==> src/rtl/rotated_frame_depth_warp_defines.svh <==
// assertion macros of the rotated frame depth warp rtl, used by its queue
`ifndef ROTATED_FRAME_DEPTH_WARP_DEFINES_SVH
`define ROTATED_FRAME_DEPTH_WARP_DEFINES_SVH
`ifndef NO_ASSERTIONS
`define RFDW_ASSERT_NEVER(label, expr) \
	label: assert property (@(posedge clk) disable iff (!arst_n) !(expr)) \
		else $error("rfdw check failed");
`define RFDW_ASSERT_NEXT(label, cond, expr) \
	label: assert property (@(posedge clk) disable iff (!arst_n) (cond) |=> (expr)) \
		else $error("rfdw check failed");
`else
`define RFDW_ASSERT_NEVER(label, expr)
`define RFDW_ASSERT_NEXT(label, cond, expr)
`endif
`endif

==> src/rtl/rfdw_pkg.sv <==
// types, constants and helper functions of the rotated frame depth warp
package rfdw_pkg;

	localparam int COORD_WIDTH = 24;
	localparam int COORD_FRAC_BITS = 8;
	localparam int TRIG_WIDTH = 16;
	localparam int TRIG_FRAC = 14;
	localparam int CFG_INDEX_WIDTH = 3;
	localparam int CENTER_X_RESET_UNITS = 100;
	localparam int FAR_DEPTH_RESET_UNITS = 200;
	localparam int QUEUE_DEPTH = 4;

	localparam int ROT_PROD_WIDTH = COORD_WIDTH + 1 + TRIG_WIDTH;
	localparam int BACK_PROD_WIDTH = COORD_WIDTH + TRIG_WIDTH;
	localparam int NUM_WIDTH = 2 * COORD_WIDTH;
	localparam int QUOT_WIDTH = COORD_WIDTH + 1;

	localparam logic signed [COORD_WIDTH-1:0] COORD_MAX = {1'b0, {(COORD_WIDTH-1){1'b1}}};
	localparam logic signed [COORD_WIDTH-1:0] COORD_MIN = {1'b1, {(COORD_WIDTH-1){1'b0}}};

	typedef enum logic [CFG_INDEX_WIDTH-1:0] {
		REG_CENTER_X    = 3'd0,
		REG_CENTER_Y    = 3'd1,
		REG_COS_ANGLE   = 3'd2,
		REG_SIN_ANGLE   = 3'd3,
		REG_FAR_DEPTH   = 3'd4,
		REG_UNWARP_MODE = 3'd5
	} reg_index_t;

	typedef struct packed {
		logic signed [COORD_WIDTH-1:0] point_x;
		logic signed [COORD_WIDTH-1:0] point_y;
	} point_t;

	typedef struct packed {
		logic signed [COORD_WIDTH-1:0] out_x;
		logic signed [COORD_WIDTH-1:0] out_y;
		logic                          saturated;
	} result_t;

	typedef struct packed {
		logic signed [COORD_WIDTH-1:0] center_x;
		logic signed [COORD_WIDTH-1:0] center_y;
		logic signed [TRIG_WIDTH-1:0]  cos_angle;
		logic signed [TRIG_WIDTH-1:0]  sin_angle;
		logic [COORD_WIDTH-2:0]        far_depth;
		logic                          unwarp_mode;
	} cfg_t;

	// classified item handed from the front to the back
	typedef struct packed {
		logic signed [COORD_WIDTH-1:0] rx;
		logic [NUM_WIDTH-1:0]          mag;
		logic                          neg;
		logic [COORD_WIDTH-1:0]        den;
		logic                          flag;
	} task_t;

	typedef struct packed {
		logic signed [COORD_WIDTH-1:0] rx;
		logic [QUOT_WIDTH-1:0]         q;
		logic                          neg;
		logic                          mag_zero;
		logic                          ovf;
		logic                          flag;
	} div_out_t;

	typedef struct packed {
		logic signed [COORD_WIDTH-1:0] value;
		logic                          ovf;
	} sat_t;

	function automatic sat_t sat_coord(input logic signed [63:0] v);
		sat_t r;
		logic signed [63:0] hi;
		logic signed [63:0] lo;
		hi = (64'sd1 <<< (COORD_WIDTH - 1)) - 64'sd1;
		lo = -hi - 64'sd1;
		if (v > hi) begin
			r.value = COORD_MAX;
			r.ovf = 1'b1;
		end else if (v < lo) begin
			r.value = COORD_MIN;
			r.ovf = 1'b1;
		end else begin
			r.value = v[COORD_WIDTH-1:0];
			r.ovf = 1'b0;
		end
		return r;
	endfunction

	// add half an lsb, then floor shift
	function automatic logic signed [63:0] round_trig(input logic signed [63:0] v);
		return (v + (64'sd1 <<< (TRIG_FRAC - 1))) >>> TRIG_FRAC;
	endfunction

endpackage

==> src/rtl/rfdw_fifo.sv <==
// short queue between the front and the back
`include "rotated_frame_depth_warp_defines.svh"
module rfdw_fifo (
	input  logic             clk,
	input  logic             arst_n,
	input  logic             push,
	input  rfdw_pkg::task_t  push_data,
	output logic             full,
	input  logic             pop,
	output logic             pop_valid,
	output rfdw_pkg::task_t  pop_data
);
	import rfdw_pkg::*;

	localparam int AW = $clog2(QUEUE_DEPTH);
	localparam int CW = $clog2(QUEUE_DEPTH + 1);

	task_t mem_q [QUEUE_DEPTH];
	logic [AW-1:0] wr_q, rd_q;
	logic [CW-1:0] count_q;
	logic push_ok;

	assign full = count_q == CW'(QUEUE_DEPTH);
	assign pop_valid = count_q != '0;
	assign pop_data = mem_q[rd_q];
	assign push_ok = push && !full;

	always_ff @(posedge clk or negedge arst_n) begin
		if (!arst_n) begin
			wr_q <= '0;
			rd_q <= '0;
			count_q <= '0;
		end else begin
			if (push_ok) begin
				wr_q <= wr_q + AW'(1);
			end
			if (pop) begin
				rd_q <= rd_q + AW'(1);
			end
			case ({push_ok, pop})
				2'b10: count_q <= count_q + CW'(1);
				2'b01: count_q <= count_q - CW'(1);
				default: count_q <= count_q;
			endcase
		end
	end

	always_ff @(posedge clk) begin
		if (push_ok) begin
			mem_q[wr_q] <= push_data;
		end
	end

	`RFDW_ASSERT_NEVER(a_count_bound, count_q > CW'(QUEUE_DEPTH))
	`RFDW_ASSERT_NEVER(a_pop_empty, pop && (count_q == '0))
	`RFDW_ASSERT_NEXT(a_push_only, push_ok && !pop, count_q == $past(count_q) + CW'(1))
	`RFDW_ASSERT_NEXT(a_pop_only, pop && !push_ok, count_q == $past(count_q) - CW'(1))

endmodule

==> config.mk <==
export PLATFORM = sky130hd
export DESIGN_NAME = rfdw_fifo
export DESIGN_NICKNAME = d
export VERILOG_FILES = /design/src/rtl/rfdw_pkg.sv /design/src/rtl/rfdw_fifo.sv
export VERILOG_INCLUDE_DIRS = /design/src /design/src/rtl
export SDC_FILE = /design/constraint.sdc
export NUM_CORES = 1
export LEC_CHECK = 0
export BUFFER_PORTS_ARGS = -buffer_cell sky130_fd_sc_hd__buf_4
export CAP_MARGIN = 20
export CORE_MARGIN = 2
export CORE_UTILIZATION = 52
export DETAILED_ROUTE_END_ITERATION = 8
export GPL_TIMING_DRIVEN = 0
export PLACE_DENSITY = 0.73
export SETUP_SLACK_MARGIN = 0.15
export SYNTH_ARGS = -nofsm -noshare
export SYNTH_HDL_FRONTEND = slang
export SYNTH_SLANG_ARGS = --single-unit
==> constraint.sdc <==
create_clock -name clk -period 5.1 [get_ports clk]
set_clock_uncertainty 0.15 [all_clocks]
set_input_delay 1.02 -clock clk [delete_from_list [all_inputs] [get_ports clk]]
set_output_delay 1.02 -clock clk [all_outputs]
set_load 0.05 [all_outputs]
Word-level counts from Yosys, hierarchy flattened. Memories as Yosys holds them, arrays and structs flattened. Index checks and enable logic that the tools add are counted.

Output and inout port bits: 100. Bits in writable memories: 392. Memories kept: 1. Flip-flop bits (word level): 7. Bits of input ports: 102.

$add $sub $neg: 4. Reduce and logical (&&, ||, !) cells: 4. Multiplexer cells: 3. Equality and inequality tests: 3.

Memories: mem_q (words 4, width 98, rd ports 1, clocked after memory_dff 0, wr ports 1, line rfdw_fifo.sv:18) `task_t mem_q [QUEUE_DEPTH];`.

Operator list (number): $pmux W3 S2 (1); $add A2 B1 Y2 const B (2); $add A3 B1 Y3 const B (1); $eq A3 B3 Y1 const B (1); $reduce_bool A3 Y1 (1); $sub A3 B1 Y3 const B (1); $eq A2 B1 Y1 const B (1); $eq A2 B2 Y1 const B (1); $mux W1 (2); $reduce_bool A2 Y1 (1); $logic_and A1 B1 Y1 (1); $logic_not A1 Y1 (1).

Logic depth before layout (Yosys ltp).
Word-level depth: 5. Mapped depth: 9. Mapped depth without buffers: 9.

Worst setup path after synthesis. No wires, ideal clock.

Kind: in2reg. Start: input port push. End: memory mem_q[0][0] (netlist bit), enable pin. Setup time: 0.468 ns. Arrival time: 3.563 ns. Path slack: 0.919 ns. Buffers on the path: 0. Stages: 2. Path through: nor2b_2 -> and2_1.

Longest elaborated chain between the ends: 3.

Ends and longest elaborated chain: from (decl) (line rfdw_fifo.sv:6) `input logic push,`; $logic_and A1 B1 Y1 (line rfdw_fifo.sv:26) `assign push_ok = push && !full;`; $mux W1 (line rfdw_fifo.sv:49) `if (push_ok) begin`; $mux W1 (implied by the code) (line rfdw_fifo.sv:50) `mem_q[wr_q] <= push_data;`; to (decl) (line rfdw_fifo.sv:18).

No other way between the ends.

==> results.py <==
metrics = {
    "status": {
        "status": "completed",
    },
    "global_route": {
        "gr_ovfl_total": 0,
        "grt_overall_usage_pct": 17.94,
        "grt_max_degree": 57,
        "antenna_found_initial": 0,
        "vias_in_the_first_global_route": 7049,
        "grt_first_pass_wirelength_um": 39550,
    },
    "placed_design": {
        "preCtsSetupSlack_ns": 2.058,
        "gp_congestion": 0.7157,
        "i_o_buffers": 201,
        "post-dp-hpwl_um": 16310,
    },
    "floorplanning": {
        "initial_core_utilization_pct": 52.77,
        "die_area_sq_mm": 0.02955,
        "die_height_um": 171.9,
        "io_pins": 202,
        "row_count": 61,
        "die-width_um": 171.9,
        "design.core.area_sq_mm": 0.02778,
    },
    "cts": {
        "post_cts_hold_buffer_count": 0,
        "cts_tree": "done",
        "cts.repair.resized": 0,
        "cts_setup_buffers": 0,
        "clkTransAtPathRegs_ns": 0.06,
        "inserted_clock_buffers": 40,
        "ctsRootBufferMaster": "sky130_fd_sc_hd__clkbuf_16",
        "clk_path_buf_depth": 3,
        "clock_tree.htree_level_count": 2,
        "clkSinkCount": 399,
        "insertion_delay_ns": 0.52,
    },
    "final_layout": {
        "proportion_of_layout_cells_with_a_drive_suffix_above_1_pct": 46.84,
        "n_antenna_cell": 0,
        "multiInputGateArea_sq_mm": 0.002434,
        "layout.filler_cells": 1819,
        "final-seq-area_sq_mm": 0.01195,
        "nets": 903,
        "syn_to_final_growth_pct": 22.67,
    },
    "timing": {
        "finalCritPeriodShare_pct": 67.29,
        "unrepaired_setup_endpoints_after_global_routing": "no",
        "timing.final.ws_setup_ns": 1.668,
        "slew_at_the_pin_closest_to_its_max_slew_limit_ns": 0.7199,
        "report.final.hold_viol_count": 0,
        "tns_ns": 0,
        "worst_slew_margin_rel_pct": 52.01,
        "finalMaxSlewViolations": 0,
        "setup_viol": 0,
        "finalCriticalPeriod_ns": 3.432,
        "clock.fmax_mhz": 291.4,
    },
    "yosys": {
        "synth.yosys.warnings": 0,
        "post_synth_instance_area_sq_mm": 0.01466,
        "ys_seq_area_share_pct": 81.48,
        "flip_flop_and_latch_count_after_synthesis": 399,
        "synthDistinctLibCells": 20,
        "postSynthNetCount": 656,
        "post_synth_inst_count": 548,
        "syn_avg_cell_area_sq_um": 26.75,
    },
    "route": {
        "num_vias": 6490,
        "drt_drc_violations_left": 0,
        "vias_per_cell": 5.399,
        "postRouteAntennaNets": 0,
        "drt_pre_antenna_iters": 4,
        "wl_per_cell_um": 21.76,
        "detail_route.iter0.violations": 575,
        "postRouteWirelength_um": 26160,
    },
    "critical_path": {
        "reg2reg_end": "mem_q[2][71]$_DFFE_PP_",
        "worstSetupStartpointType": "register",
        "critical_path.startpoint": "rd_q[1]$_DFFE_PN0P_",
        "critPathMaxFanout": 10,
        "criticalPathCategory": "reg2out",
        "worst_setup_path_endpoint": "pop_data[84]",
        "setup.reg_to_reg.worst_slack_ns": 2.65,
        "reg2reg_depth": 4,
        "critical_path.max_stage_delay_ns": 0.37,
        "timing.critical_path.slowest_stage_cell": "sky130_fd_sc_hd__mux4_2",
        "worstPathArrival_ns": 2.26,
        "end_kind": "output port",
        "timing.rr.start": "count_q[2]$_DFFE_PN0P_",
        "cell_by_cell_trace_of_the_critical_path": "buf_2 -> buf_4 -> buf_2 -> mux4_2 -> buf_4",
        "required_ns": 3.93,
    },
    "pwr": {
        "leakagePower_nw": 6.188,
        "p_total_w": 0.01230,
        "peakVddDrop_mv": 0.4613,
        "power-per-cell-area_mw_per_mm2": 683.9,
    },
    "hold_path": {
        "hold_path_class": "in2async",
    },
    "flow_run": {
        "cap_viol_max_count": 0,
    },
}
synth_stat cells:
cell type / instances / area share [%]
sky130_fd_sc_hd__buf_6: 1 / 0.077
sky130_fd_sc_hd__and2_1: 4 / 0.17
sky130_fd_sc_hd__inv_1: 6 / 0.15
sky130_fd_sc_hd__buf_2: 10 / 0.34
sky130_fd_sc_hd__edfxtp_1: 392 / 80
sky130_fd_sc_hd__mux2_2: 1 / 0.077
sky130_fd_sc_hd__mux4_2: 98 / 15
sky130_fd_sc_hd__mux2i_1: 1 / 0.068
sky130_fd_sc_hd__xor2_1: 3 / 0.18
sky130_fd_sc_hd__buf_4: 1 / 0.051
sky130_fd_sc_hd__nor2b_2: 1 / 0.060
sky130_fd_sc_hd__ha_1: 5 / 0.43
sky130_fd_sc_hd__buf_12: 10 / 1.4
sky130_fd_sc_hd__or3_1: 1 / 0.043
sky130_fd_sc_hd__xnor2_1: 3 / 0.18
sky130_fd_sc_hd__fa_1: 1 / 0.14
sky130_fd_sc_hd__nor3b_2: 1 / 0.085
sky130_fd_sc_hd__dfrtp_1: 7 / 1.2
sky130_fd_sc_hd__nand2_1: 1 / 0.026
sky130_fd_sc_hd__nor2_1: 1 / 0.026
routing by layer:
metal  routed length [um]  track usage (%)  vias up
li1                     -                -     2855
met1                10150            22.56     3384
met2                13360            30.26      211
met3                 2100            5.722       40
met4                  539            5.261        0
met5                    0                0        -
final cells by class:
| class | instances | share of cell area (%) |
|---|---|---|
| flip-flops and latches | 399 | 66.43 |
| well taps | 378 | 2.630 |
| clock buffers | 45 | 5.788 |
| inverters | 6 | 0.1252 |
| clock inverters | 26 | 1.002 |
| repair buffers | 205 | 9.002 |
| multi-input cells | 121 | 13.53 |
| plain buffers | 22 | 1.496 |
worst max-delay path: cells and delay by family (launching register included):
kind / cells / cell delay [ns]
mux: 1 / 0.37
buf+inv: 4 / 1.04
flops: 1 / 0.32
worst min-delay path by stage:
stage	end	slack [ns]	cells after the start
after global placement	count_q[2]$_DFFE_PN0P_	0.32	1
after detailed placement	count_q[2]$_DFFE_PN0P_	0.35	1
final	count_q[0]$_DFFE_PN0P_	0.15	1
after floorplan	count_q[2]$_DFFE_PN0P_	0.30	1
after CTS	count_q[0]$_DFFE_PN0P_	0.13	1
after global routing	count_q[0]$_DFFE_PN0P_	0.14	1
cells in the final DEF, fill, tap and decap left out, types with 2 or more instances in the layout:
| cell type | n |
|---|---|
| sky130_fd_sc_hd__clkinv_1 | 13 |
| sky130_fd_sc_hd__buf_4 | 202 |
| sky130_fd_sc_hd__inv_1 | 6 |
| sky130_fd_sc_hd__clkbuf_16 | 41 |
| sky130_fd_sc_hd__dfrtp_1 | 7 |
| sky130_fd_sc_hd__xor2_1 | 3 |
| sky130_fd_sc_hd__buf_12 | 10 |
| sky130_fd_sc_hd__edfxtp_1 | 392 |
| sky130_fd_sc_hd__mux4_2 | 98 |
| sky130_fd_sc_hd__buf_2 | 10 |
| sky130_fd_sc_hd__bufinv_16 | 2 |
| sky130_fd_sc_hd__inv_6 | 2 |
| sky130_fd_sc_hd__ha_1 | 5 |
| sky130_fd_sc_hd__xnor2_1 | 3 |
| sky130_fd_sc_hd__buf_16 | 4 |
| sky130_fd_sc_hd__clkinv_2 | 7 |
| sky130_fd_sc_hd__and2_4 | 4 |
| sky130_fd_sc_hd__clkbuf_1 | 4 |
through the flow:
stage	cells	hold WS [ns]	area [sq um]	utilization, %
2_1_floorplan	548	0.2974	14660	-
3_3_place_gp	1127	0.3200	16640	59.91
3_5_place_dp	1131	0.3504	16760	60.34
4_1_cts	1202	0.1325	17980	64.74
5_1_grt	1202	0.1351	17980	64.74
6_report	1202	0.1496	17980	64.74
report_power, final:
part           switching (W)  internal [W]
combinational        0.00329       0.00182
sequential          0.000142       0.00433
clock                0.00115       0.00157
total                0.00458       0.00772
logic make-up (layout without fill, tap and decap cells):
| family | after synthesis | count (layout) | share of synthesized area (%) |
|---|---|---|---|
| xor+xnor | 6 | 6 | 0.3585 |
| buf+inv | 28 | 304 | 1.988 |
| fa+ha+maj | 6 | 6 | 0.5632 |
| simple gates | 9 | 9 | 0.4096 |
| flops | 399 | 399 | 81.48 |
| mux | 100 | 100 | 15.20 |
flip-flops by register name, indices dropped and copies added (netlist names):
name     flops
count_q      3
mem_q      392
rd_q         2
wr_q         2
Note: power is estimated with default switching activity, not from simulation.
